File: config.mk
export PLATFORM = sky130hd
export DESIGN_NAME = playfair_digraph_cipher
export DESIGN_NICKNAME = d
export VERILOG_FILES = /design/src/pfc_pkg.sv /design/src/playfair_digraph_cipher.sv
export SDC_FILE = /design/constraint.sdc
export NUM_CORES = 1
export LEC_CHECK = 0
export BUFFER_PORTS_ARGS = -buffer_cell sky130_fd_sc_hd__buf_4
export CAP_MARGIN = 20
export CORE_UTILIZATION = 50
export DETAILED_ROUTE_END_ITERATION = 10
export PLACE_DENSITY = 0.74
export SETUP_SLACK_MARGIN = 0.4
export SYNTH_ARGS = -nofsm -noshare
export SYNTH_HDL_FRONTEND = slang
export SYNTH_SLANG_ARGS = --single-unit
File: constraint.sdc
create_clock -name clk -period 11 [get_ports clk]
set_clock_uncertainty 0.1 [all_clocks]
set_input_delay 1.65 -clock clk [delete_from_list [all_inputs] [get_ports clk]]
set_output_delay 1.65 -clock clk [all_outputs]
set_load 0.05 [all_outputs]
File: src/pfc_pkg.sv
// Shared constants for the Playfair digraph cipher: letter codes, keyword
// sizing and configuration register indexes.
// No dependencies.
package pfc_pkg;

    localparam int MAX_KEYWORD = 9;
    localparam int LETTER_W    = 5;
    localparam int KW_LEN_W    = 4;
    localparam int KW_W        = LETTER_W * MAX_KEYWORD;
    localparam int ALPHABET    = 26;
    localparam int SQUARE_SIZE = 25;
    localparam int BUILD_STEPS = MAX_KEYWORD + ALPHABET;
    localparam int STEP_W      = $clog2(BUILD_STEPS);
    localparam int SLOT_W      = (MAX_KEYWORD > 1) ? $clog2(MAX_KEYWORD) : 1;
    localparam int CFG_IDX_W   = 2;

    localparam logic [LETTER_W-1:0] LETTER_I = 5'd8;
    localparam logic [LETTER_W-1:0] LETTER_J = 5'd9;
    localparam logic [LETTER_W-1:0] LETTER_X = 5'd23;
    localparam logic [LETTER_W-1:0] LETTER_Z = 5'd25;

    localparam logic [CFG_IDX_W-1:0] CFG_KEYWORD_LETTERS = 2'd0;
    localparam logic [CFG_IDX_W-1:0] CFG_KEYWORD_LENGTH  = 2'd1;
    localparam logic [CFG_IDX_W-1:0] CFG_DIRECTION       = 2'd2;

    // Grid coordinate, 0 to 4.
    typedef logic [2:0] coord_t;

    // Cell index of a grid position.
    function automatic logic [LETTER_W-1:0] cell_index(input coord_t row, input coord_t col);
        logic [LETTER_W-1:0] r5;
        r5 = {row[2:0], 2'b00};
        return r5 + {2'b00, row} + {2'b00, col};
    endfunction

    // One step around a row or column, forward or backward.
    function automatic coord_t wrap_step(input coord_t v, input logic backward);
        coord_t r;
        if (backward)
        begin
            r = (v == 3'd0) ? 3'd4 : v - 3'd1;
        end
        else
        begin
            r = (v == 3'd4) ? 3'd0 : v + 3'd1;
        end
        return r;
    endfunction

endpackage

File: src/playfair_digraph_cipher.sv
// Top level of the Playfair digraph cipher: key square builder, letter pairing
// and the three-stage lookup pipeline.
// Depends on pfc_pkg.
//
// Usage:
// Letters enter on the input channel (in_valid/in_ready, letter, final_letter),
// one word per cycle while in_ready is high. Transformed pairs leave on the
// output channel (out_valid/out_ready, first_out, second_out, message_end).
// The first letter of a pair is held internally; the second one releases the
// pair. A pair appears on the output after the letter that completes it is
// accepted: the pairing register loads at that edge, then the coordinate
// lookup and the square lookup into the output register follow.
// Throughput is one word per cycle in both directions while nothing stalls. An
// equal pair on the final letter while encrypting yields two output words, so
// the input is held off until the second word enters the pipeline.
// Configuration writes (cfg_write, cfg_index, cfg_data) to a defined index
// rebuild the key square. The rebuild walks the keyword slots and then the
// alphabet, one candidate a cycle, with in_ready low. The same pass runs
// after reset, which clears configuration and the pending letter. When the
// receiver stalls, the whole pipeline holds and in_ready drops, so nothing is
// lost; the pending letter survives a configuration write.
module playfair_digraph_cipher (
    input  logic                             clk,
    input  logic                             rst_n,
    input  logic                             in_valid,
    output logic                             in_ready,
    input  logic [pfc_pkg::LETTER_W-1:0]     letter,
    input  logic                             final_letter,
    output logic                             out_valid,
    input  logic                             out_ready,
    output logic [pfc_pkg::LETTER_W-1:0]     first_out,
    output logic [pfc_pkg::LETTER_W-1:0]     second_out,
    output logic                             message_end,
    input  logic                             cfg_write,
    input  logic [pfc_pkg::CFG_IDX_W-1:0]    cfg_index,
    input  logic [pfc_pkg::KW_W-1:0]         cfg_data
);

    localparam int LW = pfc_pkg::LETTER_W;

    // Configuration
    logic [pfc_pkg::KW_W-1:0]     kw_letters_reg;
    logic [pfc_pkg::KW_LEN_W-1:0] kw_length_reg;
    logic                         direction_reg;
    logic                         cfg_hit;

    // Square builder
    logic                            building_reg;
    logic [pfc_pkg::STEP_W-1:0]      step_reg;
    logic [pfc_pkg::ALPHABET-1:0]    used_reg;
    logic [LW-1:0]                   fill_cnt_reg;
    pfc_pkg::coord_t                 fill_row_reg;
    pfc_pkg::coord_t                 fill_col_reg;
    logic [pfc_pkg::KW_LEN_W-1:0]    len_sat;
    logic                            in_kw;
    logic [pfc_pkg::SLOT_W-1:0]      slot;
    logic [pfc_pkg::STEP_W-1:0]      alpha_step;
    logic [LW-1:0]                   cand_raw;
    logic [LW-1:0]                   cand;
    logic                            cand_ok;
    logic                            fill_we;

    // Memories
    logic [LW-1:0] square_mem [pfc_pkg::SQUARE_SIZE];
    logic [5:0]    coord_mem  [pfc_pkg::ALPHABET];

    // Pairing state
    logic          pend_valid_reg;
    logic [LW-1:0] pend_letter_reg;
    logic          hold_valid_reg;
    logic [LW-1:0] hold_letter_reg;
    logic [LW-1:0] in_letter;
    logic          accept;
    logic          adv;

    // Stage 0: pair request
    logic          s0_valid_reg;
    logic [LW-1:0] s0_a_reg;
    logic [LW-1:0] s0_b_reg;
    logic          s0_last_reg;
    logic          req_valid;
    logic [LW-1:0] req_a;
    logic [LW-1:0] req_b;
    logic          req_last;
    logic          hold_set;

    // Stage 1: coordinates
    logic          s1_valid_reg;
    logic [5:0]    s1_pa_reg;
    logic [5:0]    s1_pb_reg;
    logic          s1_last_reg;

    // Stage 2: output register
    logic          out_valid_reg;
    logic [LW-1:0] out_first_reg;
    logic [LW-1:0] out_second_reg;
    logic          out_end_reg;

    logic [LW-1:0] idx1;
    logic [LW-1:0] idx2;

    assign adv      = !out_valid_reg || out_ready;
    assign in_ready = adv && !hold_valid_reg && !building_reg;
    assign accept   = in_valid && in_ready;

    // ---------------- configuration ----------------
    always_comb
    begin
        unique case (cfg_index)
            pfc_pkg::CFG_KEYWORD_LETTERS,
            pfc_pkg::CFG_KEYWORD_LENGTH,
            pfc_pkg::CFG_DIRECTION:       cfg_hit = cfg_write;
            default:                      cfg_hit = 1'b0;
        endcase
    end

    always_ff @(posedge clk or negedge rst_n)
    begin
        if (!rst_n)
        begin
            kw_letters_reg <= '0;
            kw_length_reg  <= '0;
            direction_reg  <= 1'b0;
        end
        else if (cfg_write)
        begin
            unique case (cfg_index)
                pfc_pkg::CFG_KEYWORD_LETTERS: kw_letters_reg <= cfg_data;
                pfc_pkg::CFG_KEYWORD_LENGTH:  kw_length_reg  <= cfg_data[pfc_pkg::KW_LEN_W-1:0];
                pfc_pkg::CFG_DIRECTION:       direction_reg  <= cfg_data[0];
                default:                      ;
            endcase
        end
    end

    // ---------------- square builder ----------------
    always_comb
    begin
        len_sat    = (kw_length_reg > pfc_pkg::KW_LEN_W'(pfc_pkg::MAX_KEYWORD))
                     ? pfc_pkg::KW_LEN_W'(pfc_pkg::MAX_KEYWORD) : kw_length_reg;
        in_kw      = step_reg < pfc_pkg::STEP_W'(pfc_pkg::MAX_KEYWORD);
        slot       = step_reg[pfc_pkg::SLOT_W-1:0];
        alpha_step = step_reg - pfc_pkg::STEP_W'(pfc_pkg::MAX_KEYWORD);
        if (in_kw)
        begin
            cand_raw = kw_letters_reg[LW*int'(slot) +: LW];
            cand_ok  = (pfc_pkg::KW_LEN_W'(slot) < len_sat) && (cand_raw <= pfc_pkg::LETTER_Z);
        end
        else
        begin
            cand_raw = alpha_step[LW-1:0];
            cand_ok  = cand_raw != pfc_pkg::LETTER_J;
        end
        cand    = (cand_raw == pfc_pkg::LETTER_J) ? pfc_pkg::LETTER_I : cand_raw;
        // A keyword code above z never reaches the used-mask lookup.
        fill_we = building_reg && cand_ok
                  && (fill_cnt_reg < LW'(pfc_pkg::SQUARE_SIZE)) && !used_reg[cand];
    end

    always_ff @(posedge clk or negedge rst_n)
    begin
        if (!rst_n)
        begin
            building_reg <= 1'b1;
            step_reg     <= '0;
            used_reg     <= '0;
            fill_cnt_reg <= '0;
            fill_row_reg <= '0;
            fill_col_reg <= '0;
        end
        else if (cfg_hit)
        begin
            building_reg <= 1'b1;
            step_reg     <= '0;
            used_reg     <= '0;
            fill_cnt_reg <= '0;
            fill_row_reg <= '0;
            fill_col_reg <= '0;
        end
        else if (building_reg)
        begin
            step_reg <= step_reg + 1'b1;
            if (step_reg == pfc_pkg::STEP_W'(pfc_pkg::BUILD_STEPS - 1))
            begin
                building_reg <= 1'b0;
            end
            if (fill_we)
            begin
                used_reg[cand] <= 1'b1;
                fill_cnt_reg   <= fill_cnt_reg + 1'b1;
                if (fill_col_reg == 3'd4)
                begin
                    fill_col_reg <= '0;
                    fill_row_reg <= fill_row_reg + 1'b1;
                end
                else
                begin
                    fill_col_reg <= fill_col_reg + 1'b1;
                end
            end
        end
    end

    always_ff @(posedge clk)
    begin
        if (fill_we)
        begin
            square_mem[pfc_pkg::cell_index(fill_row_reg, fill_col_reg)] <= cand;
            coord_mem[cand] <= {fill_row_reg, fill_col_reg};
        end
    end

    // ---------------- pairing ----------------
    always_comb
    begin
        in_letter = (letter > pfc_pkg::LETTER_Z) ? pfc_pkg::LETTER_Z : letter;
        if (in_letter == pfc_pkg::LETTER_J)
        begin
            in_letter = pfc_pkg::LETTER_I;
        end
        req_valid = 1'b0;
        req_a     = pend_letter_reg;
        req_b     = in_letter;
        req_last  = final_letter;
        hold_set  = 1'b0;
        if (!pend_valid_reg)
        begin
            if (final_letter)
            begin
                req_valid = 1'b1;
                req_a     = in_letter;
                req_b     = pfc_pkg::LETTER_X;
            end
        end
        else if (!direction_reg && (in_letter == pend_letter_reg))
        begin
            // Equal pair while encrypting: x goes in after the first letter.
            req_valid = 1'b1;
            req_b     = pfc_pkg::LETTER_X;
            req_last  = 1'b0;
            hold_set  = final_letter;
        end
        else
        begin
            req_valid = 1'b1;
        end
    end

    always_ff @(posedge clk or negedge rst_n)
    begin
        if (!rst_n)
        begin
            pend_valid_reg <= 1'b0;
            hold_valid_reg <= 1'b0;
            s0_valid_reg   <= 1'b0;
            s1_valid_reg   <= 1'b0;
            out_valid_reg  <= 1'b0;
        end
        else if (adv)
        begin
            s1_valid_reg  <= s0_valid_reg;
            out_valid_reg <= s1_valid_reg;
            if (hold_valid_reg)
            begin
                s0_valid_reg   <= 1'b1;
                hold_valid_reg <= 1'b0;
            end
            else if (accept)
            begin
                s0_valid_reg   <= req_valid;
                hold_valid_reg <= hold_set;
                // A first word stays pending unless it is final. A word that completes a
                // pair clears it, but the second of a doubled pair (encrypting) stays unless final.
                pend_valid_reg <= !pend_valid_reg ? !final_letter
                                  : (hold_set ? 1'b0
                                     : !req_last && (req_b == pfc_pkg::LETTER_X)
                                       && !direction_reg && (in_letter == pend_letter_reg));
            end
            else
            begin
                s0_valid_reg <= 1'b0;
            end
        end
    end

    always_ff @(posedge clk)
    begin
        if (accept && (!pend_valid_reg || (!direction_reg && (in_letter == pend_letter_reg))))
        begin
            pend_letter_reg <= in_letter;
        end
        if (accept && hold_set)
        begin
            hold_letter_reg <= in_letter;
        end
        if (adv)
        begin
            if (hold_valid_reg)
            begin
                s0_a_reg    <= hold_letter_reg;
                s0_b_reg    <= pfc_pkg::LETTER_X;
                s0_last_reg <= 1'b1;
            end
            else
            begin
                s0_a_reg    <= req_a;
                s0_b_reg    <= req_b;
                s0_last_reg <= req_last;
            end
            s1_pa_reg      <= coord_mem[s0_a_reg];
            s1_pb_reg      <= coord_mem[s0_b_reg];
            s1_last_reg    <= s0_last_reg;
            out_first_reg  <= square_mem[idx1];
            out_second_reg <= square_mem[idx2];
            out_end_reg    <= s1_last_reg;
        end
    end

    // ---------------- digraph rules ----------------
    always_comb
    begin
        pfc_pkg::coord_t ra;
        pfc_pkg::coord_t ca;
        pfc_pkg::coord_t rb;
        pfc_pkg::coord_t cb;
        ra = s1_pa_reg[5:3];
        ca = s1_pa_reg[2:0];
        rb = s1_pb_reg[5:3];
        cb = s1_pb_reg[2:0];
        if (ra == rb)
        begin
            idx1 = pfc_pkg::cell_index(ra, pfc_pkg::wrap_step(ca, direction_reg));
            idx2 = pfc_pkg::cell_index(rb, pfc_pkg::wrap_step(cb, direction_reg));
        end
        else if (ca == cb)
        begin
            idx1 = pfc_pkg::cell_index(pfc_pkg::wrap_step(ra, direction_reg), ca);
            idx2 = pfc_pkg::cell_index(pfc_pkg::wrap_step(rb, direction_reg), cb);
        end
        else
        begin
            idx1 = pfc_pkg::cell_index(ra, cb);
            idx2 = pfc_pkg::cell_index(rb, ca);
        end
    end

    assign out_valid   = out_valid_reg;
    assign first_out   = out_first_reg;
    assign second_out  = out_second_reg;
    assign message_end = out_end_reg;

    // ---------------- assertions ----------------
    a_no_accept_while_building : assert property (@(posedge clk) disable iff (!rst_n)
        building_reg |-> !in_ready)
        else $error("input accepted while the key square is being built");

    a_hold_needs_request : assert property (@(posedge clk) disable iff (!rst_n)
        hold_valid_reg |-> s0_valid_reg)
        else $error("held second pair without a first pair in flight");

    a_final_clears_pending : assert property (@(posedge clk) disable iff (!rst_n)
        (in_valid && in_ready && final_letter) |=> !pend_valid_reg)
        else $error("pending letter left after the final letter");

    a_build_step_range : assert property (@(posedge clk) disable iff (!rst_n)
        building_reg |-> (step_reg < pfc_pkg::STEP_W'(pfc_pkg::BUILD_STEPS)))
        else $error("square build step out of range");

endmodule
==> impl.org, run 1 <==
** Clock tree
- The clock reaches the later pin of the worst-skew pair after about 0.58 ns.
- Clock transition at the register clock pins on the worst setup and hold paths after CTS :: 0.06 ns
- The H-tree was split into 2 levels.
- No sink is reached through more buffers than the 3 on the longest clock path.
- Clock tree root buffer cell :: sky130_fd_sc_hd__clkbuf_16
- Hold buffer count at CTS :: 0
- Setup Fix Bufs, Post-CTS :: 0
- Clock net sink count :: 424
- In this run, post-CTS repair resized a total of 0 instances.
- In this run, CTS created clock tree buffers numbering 44.
- TritonCTS built the clock tree.

** Power
- Total power density per cell area :: 287 mW/mm^2
- Max VDD drop :: 0.000249 V
- Total Power :: about 7.0 mW
- In this run the static leakage power is 8.88 nW.

** GRT
- Total global-route track usage :: 23.7%
- Pin count of the biggest net entering global routing :: 62
- The initial antenna violation count came to 0.
- Overall overflow remaining after global route :: 0
- Via count of the first global-routing pass :: between 10,000 and 15,000
- Wire length of the first global-routing pass :: between 70,000 and 80,000 um

** Run status
- Result of the run :: finished clean

** Place
- Counting tap cells, the placed design contains a total of 2,043 instances.
- Count of port buffers added during placement :: 70
- Once placement finished, the instance area stood at 0.0230 mm^2.
- OpenSTA, run right after detailed placement, puts the worst setup slack at between 5 and 6 ns.
- Global placement routability congestion :: 0.911
- The HPWL after detailed placement is roughly 35,000 um.

** Logic synthesis
- The share of the Yosys chip area taken by registers is 56.0%.
- Synth Register Bits :: about 420
- Of all flip-flops after synthesis, the portion carrying an async set or reset was 23.1%.
- Area of the mapped netlist :: 0.0219 mm^2
- A synthesized cell averages around 15 um^2.
- For this run, the leading register cell type out of synthesis is sky130_fd_sc_hd__edfxtp_1.
- For this run, the number of Yosys warnings is 0.
- Distinct cell type count after synthesis :: 81
- Number of standard cells after synthesis :: 1,452
- Counting flops with a built-in enable in the synthesized netlist gives 326.

** Layout
- Diodes inserted :: 0
- After routing the design area is roughly 0.024 mm^2.
- Once layout is complete, the cells apart from fillers number 2,130.
- Compared with the post-synthesis result, the final layout area differs by 11.7%.
- In the final layout, the share of cells above drive strength 1 is roughly 28%.
- Final nets :: 1,635
- Number of flip-flops in the largest register :: about 160
- Fin util :: a little under three fifths

** Timing
- Transition time at the pin with the least slew margin :: between 1 and 1.5 ns
- Headroom to the max-slew limit came out at around a quarter.
- Final clock period utilization by the worst path :: 52.5%
- Setup repair after global routing left no endpoint under its margin.
- Final setup violation count :: 0
- Timing would allow up to 173 MHz.
- Hold slack :: approximately 0.32 ns
- Across all setup checks in the final design, the least slack found is 5.22 ns.
- Max-slew violation count :: 0
- Final Hold Fails :: 0
- Sum Neg Setup Slack :: 0 ns
- Subtracting the final worst setup slack from the clock period gives 5.78 ns.

** Drt
- In this run, the number of DRC markers left after iteration 0 of detailed routing was 1,276.
- Dividing the detail-routed via count by the number of cells gives approximately 6.3.
- The first detailed-routing pass took 5 iterations.
- For this block, the via count after detailed routing is between 10,000 and 15,000.
- The routed design has 52,000 um of wire.
- Wire per inst :: 24.4 um
- Post-route DRC violation count :: 0
- ANT nets after route :: 0

** Critical path
- In this run the worst path has a maximum fanout of 61.
- Data arrives at the worst endpoint at roughly 5.9 ns.
- Cell with the largest stage delay on the worst path :: sky130_fd_sc_hd__nor4_1
- For this run, the slowest stage of the critical path takes 1.06 ns.
- Worst setup SP type :: flip-flop
- Ordered cell list for the critical path :: inv_1 > ha_1 > nand2b_1 > nor3b_1 > a2111oi_0 > a31oi_1 > o32ai_1 > a21oi_1 > and3_4 > nand2_4 > nor4_1
- Data required, critical path :: 11.08 ns
- The critical path is of the flip-flop to flip-flop type.
- CP endpoint kind :: flip-flop

** Job
- Max-cap check violation count :: 0

** Die
- Area of the core :: 0.0431 mm^2
- For this configuration, the core starts out at a cell density of roughly half.
- IO Count :: slightly above 70
- Chip width :: approximately 210 um
- Height of the die :: 211 um
- In this run the core area contains 76 standard-cell rows.
- The floorplan step defined a die boundary enclosing about 0.045 mm^2.

** Worst hold path
- In this run the worst hold path is classified as flip-flop to flip-flop.
==> synthesized netlist by cell type, types with 6 or more instances <==
| cell | count | area [um^2] |
|---|---|---|
| sky130_fd_sc_hd__mux4_2 | 146 | 3290 |
| sky130_fd_sc_hd__edfxtp_1 | 326 | 9790 |
| sky130_fd_sc_hd__a21o_1 | 9 | 67.6 |
| sky130_fd_sc_hd__dfrtp_1 | 97 | 2430 |
| sky130_fd_sc_hd__xnor2_1 | 21 | 184 |
| sky130_fd_sc_hd__clkbuf_1 | 54 | 203 |
| sky130_fd_sc_hd__xor2_1 | 19 | 166 |
| sky130_fd_sc_hd__nor4_1 | 25 | 156 |
| sky130_fd_sc_hd__a32o_1 | 20 | 200 |
| sky130_fd_sc_hd__nor3b_1 | 6 | 45.0 |
| sky130_fd_sc_hd__a31oi_1 | 6 | 37.5 |
| sky130_fd_sc_hd__fa_1 | 10 | 200 |
| sky130_fd_sc_hd__or3_1 | 8 | 50.1 |
| sky130_fd_sc_hd__nand3_1 | 14 | 70.1 |
| sky130_fd_sc_hd__or2_2 | 17 | 106 |
| sky130_fd_sc_hd__a21oi_1 | 57 | 285 |
| sky130_fd_sc_hd__buf_1 | 22 | 82.6 |
| sky130_fd_sc_hd__a211oi_1 | 18 | 135 |
| sky130_fd_sc_hd__nor2_1 | 42 | 158 |
| sky130_fd_sc_hd__nor3_1 | 33 | 165 |
| sky130_fd_sc_hd__mux2_2 | 77 | 867 |
| sky130_fd_sc_hd__nand4_1 | 7 | 43.8 |
| sky130_fd_sc_hd__nand2b_1 | 10 | 62.6 |
| sky130_fd_sc_hd__o22ai_1 | 14 | 87.6 |
| sky130_fd_sc_hd__nand2_1 | 67 | 251 |
| sky130_fd_sc_hd__inv_1 | 38 | 143 |
| sky130_fd_sc_hd__ha_1 | 58 | 726 |
| sky130_fd_sc_hd__o21ai_0 | 45 | 225 |
| sky130_fd_sc_hd__mux2i_1 | 55 | 551 |
| sky130_fd_sc_hd__nor2b_1 | 23 | 144 |
| sky130_fd_sc_hd__buf_2 | 13 | 65.1 |
==> report_power, final <==
group | switching [mW] | internal (mW) | total (mW)
sequential | 0.168 | 2.11 | 2.28
clock | 0.618 | 0.838 | 1.46
combinational | 1.91 | 1.37 | 3.28
total | 2.69 | 4.32 | 7.01
==> metal layers <==
layer | vias up | global-route usage (%) | wire, um
met5 | - | 0 | 0
met4 | 0 | 7.22 | 1330
met3 | 90 | 4.30 | 4000
met2 | 615 | 37.7 | 25300
met1 | 6854 | 33.3 | 21400
li1 | 5899 | - | -
==> worst max-delay path, delay by kind of cell (launching register included) <==
| family | cells | cell delay [ns] |
|---|---|---|
| AO/OA/AOI/OAI | 4 | 1.38 |
| adder cells (fa/ha/maj) | 1 | 0.34 |
| buffers and inverters | 1 | 0.24 |
| flip-flops | 1 | 0.94 |
| AND/OR/NAND/NOR | 5 | 2.33 |
==> worst paths after layout <==
kind                                                   to  cells past startpoint                     from  slack [ns]
max reg2reg                   square_mem[15][1]$_DFFE_PP_                     11  step_reg[0]$_DFFE_PN0P_        5.22
min in group asynchronous  kw_letters_reg[11]$_DFFE_PN0P_                      1                    rst_n        0.99
max in group asynchronous     fill_row_reg[2]$_DFFE_PN0P_                      2                    rst_n        8.70
min reg2reg                         message_end$_DFFE_PN_                      0    s1_last_reg$_DFFE_PN_        0.32
max                           square_mem[15][1]$_DFFE_PP_                     11  step_reg[0]$_DFFE_PN0P_        5.22
min                                 message_end$_DFFE_PN_                      0    s1_last_reg$_DFFE_PN_        0.32
==> area by class of cell <==
cell class | instances | area, um^2
Clock inverter | 26 | 218
Tap cell | 585 | 732
Timing Repair Buffer | 99 | 737
Multi-Input combinational cell | 901 | 9150
Sequential cell | 424 | 12200
Fill cell | 3264 | 18700
Clock buffer | 56 | 1190
Inverter | 39 | 149
==> cell usage in the layout, fill, tap and decap left out, types with 38 or more instances in the layout <==
cell type and count:
sky130_fd_sc_hd__clkbuf_16 45, sky130_fd_sc_hd__mux2i_1 55, sky130_fd_sc_hd__dfrtp_1 97, sky130_fd_sc_hd__buf_4 94
sky130_fd_sc_hd__ha_1 58, sky130_fd_sc_hd__mux2_2 77, sky130_fd_sc_hd__mux4_2 146, sky130_fd_sc_hd__a21oi_1 54
sky130_fd_sc_hd__edfxtp_1 326, sky130_fd_sc_hd__inv_1 38, sky130_fd_sc_hd__nor2_1 41, sky130_fd_sc_hd__nand2_1 67
sky130_fd_sc_hd__o21ai_0 43
==> cell families (layout without fill, tap and decap cells) <==
logic type,Yosys count,after routing,share of synthesized area (%)
other,1,6,0.0172
buffers and inverters,132,220,2.49
XOR/XNOR,40,40,1.60
flip-flops,424,424,56.0
multiplexers,279,279,21.6
AO/OA/AOI/OAI,228,228,7.17
AND/OR/NAND/NOR,280,280,6.88
adder cells (fa/ha/maj),68,68,4.24
Power figures use the tool's default switching activity.
==> run 2, diff against run 1 <==
Settings changed: PLACE_DENSITY 0.74 to 0.77.
Clock period 11 ns to 4.89 ns, I/O delays scaled along.
==> run 2 against run 1 <==
Net effect:
- total power is 140% higher
- hold slack worse by 0.27 ns
- register-to-register slack worse by 4.7 ns
- largest power group unchanged
- highest routed layer unchanged
==> impl.org, run 2 (synthesized netlist as in run 1, its figures left out) <==
** Place
- Count of port buffers added during placement :: 70 (unchanged)
- The half-perimeter wire length after detailed placement came to 36,300 um (+2.7%).
- The last weighted congestion value of the routability-driven placer is 0.901 (-1.1%).

** Power
- The power per standard cell area was 653 mW/mm^2 (+130%).
- The total power came to 16.5 mW (+140%).
- Max VDD drop :: 0.000514 V (+110%)
- Leak :: 9.38 nW (+5.7%)

** Run status
- The run finished with clean final reports.

** Timing
- Final setup violation count :: 0 (unchanged)
- The ratio of final minimum period to clock period came to 89.1% (+37 points).
- Setup repair after global routing left no endpoint under its margin.
- The final critical delay including setup and external delays is 4.36 ns (-1.42 ns).
- Relative slew margins :: 27.0% (+1.7 points)
- The number of hold violations in the final report was 0 (unchanged).
- Max Fclk :: 230 MHz (+33%)
- Transition time at the pin with the least slew margin :: 1.10 ns (-0.0253 ns)
- Hold slack :: 0.0480 ns (-0.271 ns)
- The count of pins over their slew limit is 0 (unchanged).
- Sum Neg Setup Slack :: 0 ns (unchanged)

** Drt
- The mean number of vias per cell is 6.33 (+0.16%).
- The post-detailed-route DRC marker count is 0 (unchanged).
- Vias after detailed routing :: 14,018 (+4.2%)
- Violation count after the first detailed-routing iteration :: 1,485 (+16%)
- The per-cell routed wire length came to 24.1 um (-1.2%).
- The total iterations of the first detailed-routing run is 5 (unchanged).
- The final wirelength was 53,500 um (+2.8%).
- ANT nets after route :: 0 (unchanged)

** Layout
- The total of fill cells in the finished design was 3,160 (-3.2%).
- The area taken by flip-flops and latches is 0.0122 mm^2 (about the same).
- Most common cell after layout, fill and taps aside :: sky130_fd_sc_hd__edfxtp_1
- The area of combinational cells with multiple inputs was 0.00922 mm^2 (+0.77%).
- Compared with the post-synthesis result, the final layout area differs by 15.8%.
- The number of flip-flops in the largest register is 156 (unchanged).
- The fraction of final layout cells with drive strength greater than 1 is 32.8% (+4.7 points).
- The number of nets in the finished design was 1,720 (+5.2%).
- Diodes inserted :: 0 (unchanged)
- In the layout the commonest cells are sky130_fd_sc_hd__edfxtp_1 (326), sky130_fd_sc_hd__buf_4 (179), sky130_fd_sc_hd__mux4_2 (146).

** Critical path
- The setup path with the least slack is of type flip-flop to flip-flop.
- The worst setup path is launched from a flip-flop.
- The worst setup path is captured at a flip-flop.
- Top fanout value on the critical path :: 59 (-3.3%)
- Data required, critical path :: 5.09 ns (-5.99 ns)
- Arrival time of the worst setup path :: 4.56 ns (-1.30 ns)

** GRT
- Antenna violations before repair :: 0 (unchanged)
- The total congestion overflow after global routing was 0 (unchanged).
- Total global-route track usage :: 24.5% (+0.82 points)
- The first-pass GRT wire length was 83,200 um (+4.5%).
- Pin count of the biggest net entering global routing :: 60 (-3.2%)
- The number of global-route vias before repair was 14,338 (+7.6%).

** Die
- Site row count :: 76 (unchanged)
- IO Count :: 71 (unchanged)
- Overall die area :: 0.0446 mm^2 (unchanged)
- The width of the chip was 211 um (unchanged).
- Starting density of the core :: 50.7% (unchanged)
- Height of the die :: 211 um (unchanged)
- The placeable core area was 0.0431 mm^2 (unchanged).

** Job
- Max-cap check violation count :: 0 (unchanged)

** Clock tree
- The number of buffers added by the clock tree synthesis step was 45 (+2.3%).
- Clock tree root buffer cell :: sky130_fd_sc_hd__clkbuf_16
- Clock tree from TritonCTS :: done
- Maximum clock path buffer count :: 3 (unchanged)
- Clock transition at the register clock pins on the worst setup and hold paths after CTS :: 0.06 ns (about the same)
- The total number of clock tree sinks came to 424 (unchanged).
- The clock latency reported for the late side of the worst-skew pair came to 0.60 ns (+0.02 ns).
- Level count of the clock H-tree :: 2 (unchanged)

** Worst hold path
- The worst hold path belongs to the class primary input to async pin.
-- run 2: changes by cell type in the layout (fill, tap and decap cells not counted), sizes merged --
| cell | delta |
|---|---|
| clkinvlp | +4 |
| bufinv | +2 |
| clkinv | -1 |
| clkbuf | -6 |
| inv | -1 |
| buf | +87 |
-- run 2: metrics by stage --
step	util (%)	instance area (um^2)	setup WS, ns	instances
4_1_cts	58.3	25100	0.451	2198
6_report	58.7	25300	0.534	2215
5_1_grt	58.7	25300	0.345	2215
3_3_place_gp	54.6	23500	0.420	2114
2_1_floorplan	-	21900	0.492	1457
3_5_place_dp	54.6	23500	0.223	2114
-- run 2: final cells by class --
cell class | count | area share [%]
flip-flops and latches | 424 | 48.4
multi-input cells | 901 | 36.4
repair buffers | 183 | 5.63
clock buffers | 53 | 4.65
well taps | 585 | 2.89
clock inverters | 30 | 1.41
inverters | 39 | 0.589
-- run 2: layer usage --
metal / wire length [um] / track usage, % / up-vias / share of wire (%)
li1: - / - / 6066 / -
met1: 20700 / 32.8 / 7077 / 39
met2: 26100 / 39.4 / 735 / 49
met3: 4780 / 4.64 / 140 / 8.9
met4: 1950 / 10.4 / 0 / 3.6
met5: 0 / 0 / - / 0
-- run 2: path summary, 6_finish.rpt --
path | startpoint | end | slack, ns | cells after the start
worst max-delay path | step_reg[0]$_DFFE_PN0P_ | square_mem[16][0]$_DFFE_PP_ | 0.53 | 13
worst min-delay path | rst_n | kw_letters_reg[26]$_DFFE_PN0P_ | 0.05 | 1
max in group asynchronous | rst_n | step_reg[1]$_DFFE_PN0P_ | 3.53 | 2
worst max register to register | step_reg[0]$_DFFE_PN0P_ | square_mem[16][0]$_DFFE_PP_ | 0.53 | 13
min in group clk | cfg_data[13] | kw_letters_reg[13]$_DFFE_PN0P_ | 0.26 | 2
worst min register to register | s0_last_reg$_SDFFCE_PP1N_ | s1_last_reg$_DFFE_PN_ | 0.34 | 0
-- run 2: critical path: stages, from the launching register on --
cell                       delay [ns]
sky130_fd_sc_hd__dfrtp_2         0.45
sky130_fd_sc_hd__inv_1           0.14
sky130_fd_sc_hd__ha_1            0.28
sky130_fd_sc_hd__nand2b_1        0.15
sky130_fd_sc_hd__a21oi_1         0.55
sky130_fd_sc_hd__o21a_1          0.32
sky130_fd_sc_hd__nor2_2          0.14
sky130_fd_sc_hd__or4_4           0.57
sky130_fd_sc_hd__o311ai_4        0.12
sky130_fd_sc_hd__and3_4          0.29
sky130_fd_sc_hd__nand2_4         0.08
sky130_fd_sc_hd__buf_12          0.24
sky130_fd_sc_hd__nor4_1          0.37
sky130_fd_sc_hd__buf_4           0.22
-- run 2: repair_timing --
action | in CTS | in global routing
setup buffers | 1 | 17
endpoints found under the hold margin | 0 | 0
hold buffers | 0 | 0
gates resized for setup | 5 | 12
pin swaps | 1 | 5
endpoints found under the setup margin | 245 | 302
-- run 2: power breakdown --
part           switching, mW  internal [mW]
clock network           1.49           2.02
registers              0.339           4.73
logic                   4.49           3.46
total                   6.32           10.2
==> run 3, diff against run 2 <==
Clock period 4.89 ns to 3.78 ns, I/O delays scaled along.
==> run 3 against run 2 <==
Net effect:
- the flow now finishes with violations (setup timing)
- count of clock-buffer cells in the layout is 7 higher
- sequential share of layout area is 6.2 points lower
- register-to-register slack worse by 0.62 ns
- sequential cell count stayed put
- first-iteration DRC count is 4.6% higher
- utilization is 8.6 points higher
- hold slack worse by 0.025 ns
- largest power group unchanged
==> impl.org, run 3 (synthesized netlist as in run 1, its figures left out) <==
** Layout
- Proportion of layout cells with a drive suffix above 1 :: 48.9% (+16 points)
- In the layout the commonest cells are sky130_fd_sc_hd__edfxtp_1 (326), sky130_fd_sc_hd__buf_4 (248), sky130_fd_sc_hd__mux4_2 (146).
- The number of diodes is 0 (unchanged).
- Number of flip-flops in the largest register :: 156 (unchanged)
- Area of all placed cells without fillers :: 0.0290 mm^2 (+15%)
- Relative to the synthesized area, the layout overhead comes to 32.8%.
- Filler cells :: 2,618 (-17%)
- The final core utilization is 67.4% (+8.6 points).
- The number of nets in the finished design was 1,891 (+9.9%).
- The library cell used most frequently in the layout, excluding fill and tap cells, is sky130_fd_sc_hd__edfxtp_1.

** Drt
- The post-detailed-route DRC marker count came to 0 (unchanged).
- Vias after detailed routing :: 15,421 (+10%)
- Final WL :: 63,900 um (+19%)
- Drt pass-1 iters :: 6 (+1)
- Detailed-route vias per instance :: 6.47 (+2.2%)
- The per-cell routed wire length came to 26.8 um (+11%).
- The remaining antenna violation count is 0 (unchanged).
- The initial detailed-routing violation count was 1,554 (+4.6%).

** Place
- Placed wire-length estimate after detailed placement :: 36,800 um (+1.6%)
- Count of port buffers added during placement :: 70 (unchanged)
- Post-Place Cell Area :: 0.0248 mm^2 (+5.5%)
- Global placement routability congestion :: 0.879 (-2.4%)

** GRT
- Antenna violations before repair :: 2 (+2)
- Overall overflow remaining after global route :: 0 (unchanged)
- The combined global-route utilization of all metal layers is 28.7% (+4.2 points).
- Via count of the first global-routing pass :: 15,892 (+11%)
- Pin count of the biggest net entering global routing :: 76 (+27%)
- Wire length of the first global-routing pass :: 96,000 um (+15%)

** Die
- The height of the die was 211 um (unchanged).
- IO Count :: 71 (unchanged)
- The placeable core area came to 0.0431 mm^2 (unchanged).
- The overall die area was 0.0446 mm^2 (unchanged).
- The number of rows created at floorplan came to 76 (unchanged).
- The initial cell density of the core came to 50.7% (unchanged).
- Chip width :: 211 um (unchanged)

** Timing
- Transition time at the pin with the least slew margin :: 1.12 ns (+0.0270 ns)
- The count of pins over their slew limit was 0 (unchanged).
- Final clock period utilization by the worst path :: 102% (+13 points)
- Worst setup slack after layout :: -0.0871 ns (-0.621 ns)
- Final Hold Fails :: 0 (unchanged)
- The top achievable clock speed is 259 MHz (+13%).
- The worst-case hold slack came to 0.0232 ns (-0.0247 ns).
- The count of final setup violators was 151 (+151).
- Unrepaired setup endpoints after global routing :: yes
- The final critical delay including setup and external delays came to 3.87 ns (-0.489 ns).
- Relative slew margins :: 25.1% (-1.9 points)

** Clock tree
- Clock tree root buffer cell :: sky130_fd_sc_hd__clkbuf_16
- Clock transition at the register clock pins on the worst setup and hold paths after CTS :: 0.06 ns (about the same)
- Worst-Skew Late Latency :: 0.59 ns (about the same)
- Hold buffer count at CTS :: 0 (unchanged)
- The H-tree level count came to 2 (unchanged).
- The number of buffers added by the clock tree synthesis step was 44 (-2.2%).
- Maximum clock path buffer count :: 3 (unchanged)
- Clock tree from TritonCTS :: done
- The total number of clock tree sinks is 424 (unchanged).

** Critical path
- The reg-to-reg setup timing slack is -0.09 ns (-0.62 ns).
- CP endpoint kind :: flip-flop
- The worst register-to-register path begins at step_reg[1]$_DFFE_PN0P_.
- Category of the most critical setup path :: flip-flop to flip-flop
- Worst setup path start :: step_reg[1]$_DFFE_PN0P_
- The worst setup path is launched from a flip-flop.
- The maximum fanout along the worst path was 8 (-86%).
- Arrival time of the worst setup path :: 4.06 ns (-0.50 ns)
- Data required, critical path :: 3.98 ns (-1.11 ns)

** Power
- The leakage power was 10.9 nW (+16%).
- Max VDD drop :: 0.000777 V (+51%)
- The power per standard cell area is 978 mW/mm^2 (+50%).

** Job
- Max-cap check violation count :: 0 (unchanged)

** Run status
- Result of the run :: finished, violations left
- Failing checks :: setup timing

** Worst hold path
- Path class of the lowest-slack min-delay path :: primary input to async pin
[run 3: cell count changes in the layout (fill, tap and decap cells not counted), moves of 15 or more]
cell and change:
sky130_fd_sc_hd__buf_4 +69, sky130_fd_sc_hd__buf_6 +59, sky130_fd_sc_hd__nor3_1 -25, sky130_fd_sc_hd__nor3_4 +25, sky130_fd_sc_hd__nor4_4 +25, sky130_fd_sc_hd__buf_12 +22, sky130_fd_sc_hd__nor4_1 -22, sky130_fd_sc_hd__a21oi_1 -19
sky130_fd_sc_hd__a21oi_2 +19, sky130_fd_sc_hd__buf_16 +15, sky130_fd_sc_hd__or2_4 +15
[run 3: metrics by stage]
step | TNS (ns) | worst slack [ns] | power, mW | cells
2_1_floorplan | 0 | 0.0628 | 15.3 | 1457
3_3_place_gp | -13.85 | -0.168 | 18.3 | 2143
3_5_place_dp | -39.77 | -0.261 | 18.6 | 2143
4_1_cts | -0.241 | -0.0587 | 26.9 | 2358
5_1_grt | -32.33 | -0.191 | 29.3 | 2384
6_report | -4.33 | -0.0871 | 28.4 | 2384
[run 3: worst paths after layout]
kind,endpoint,cells past startpoint
max,coord_mem[12][1]$_DFFE_PP_,12
min,kw_letters_reg[19]$_DFFE_PN0P_,1
max reg2reg,coord_mem[12][1]$_DFFE_PP_,12
min reg2reg,message_end$_DFFE_PN_,0
max in group asynchronous,kw_letters_reg[13]$_DFFE_PN0P_,2
min in group clk,kw_letters_reg[30]$_DFFE_PN0P_,2
[run 3: cell type report]
cell class | count | area [um^2] | area share, %
clock inverters | 20 | 268 | 0.923
repair buffers | 353 | 3600 | 12.4
flip-flops and latches | 424 | 12200 | 42.2
clock buffers | 60 | 1250 | 4.32
well taps | 585 | 732 | 2.52
multi-input cells | 903 | 10800 | 37.1
inverters | 39 | 154 | 0.530
[run 3: metal layers]
metal / GRT usage (%) / vias up / wire, um
met4: 11.9 / 4 / 3200
met5: 0 / - / 27
li1: - / 6426 / -
met2: 47.8 / 931 / 31900
met1: 36.9 / 7812 / 23500
met3: 5.58 / 248 / 5260
[run 3: critical path, stage by stage, from the launching register on]
cell and delay, ns:
sky130_fd_sc_hd__dfrtp_2 0.54, sky130_fd_sc_hd__mux2_4 0.35, sky130_fd_sc_hd__a222oi_1 0.44, sky130_fd_sc_hd__nand2_1 0.16, sky130_fd_sc_hd__a32o_2 0.35, sky130_fd_sc_hd__o21ai_1 0.18
sky130_fd_sc_hd__nand4_1 0.20, sky130_fd_sc_hd__a311oi_4 0.34, sky130_fd_sc_hd__buf_6 0.16, sky130_fd_sc_hd__nand2_8 0.15, sky130_fd_sc_hd__buf_16 0.21, sky130_fd_sc_hd__nor3_4 0.23
sky130_fd_sc_hd__buf_6 0.15
[run 3: repair_timing]
item	4_1_cts	5_1_grt
setup buffers	118	25
cloned	17	1
endpoints found under the setup margin	320	321
pin swaps	89	77
resized for setup	179	49
[run 3: power breakdown]
part           total, mW  leakage (nW)  switching, mW  internal (mW)
sequential          6.57          4.29          0.443           6.13
combinational       17.2          5.91           8.55           8.68
clock               4.58         0.732           1.90           2.69
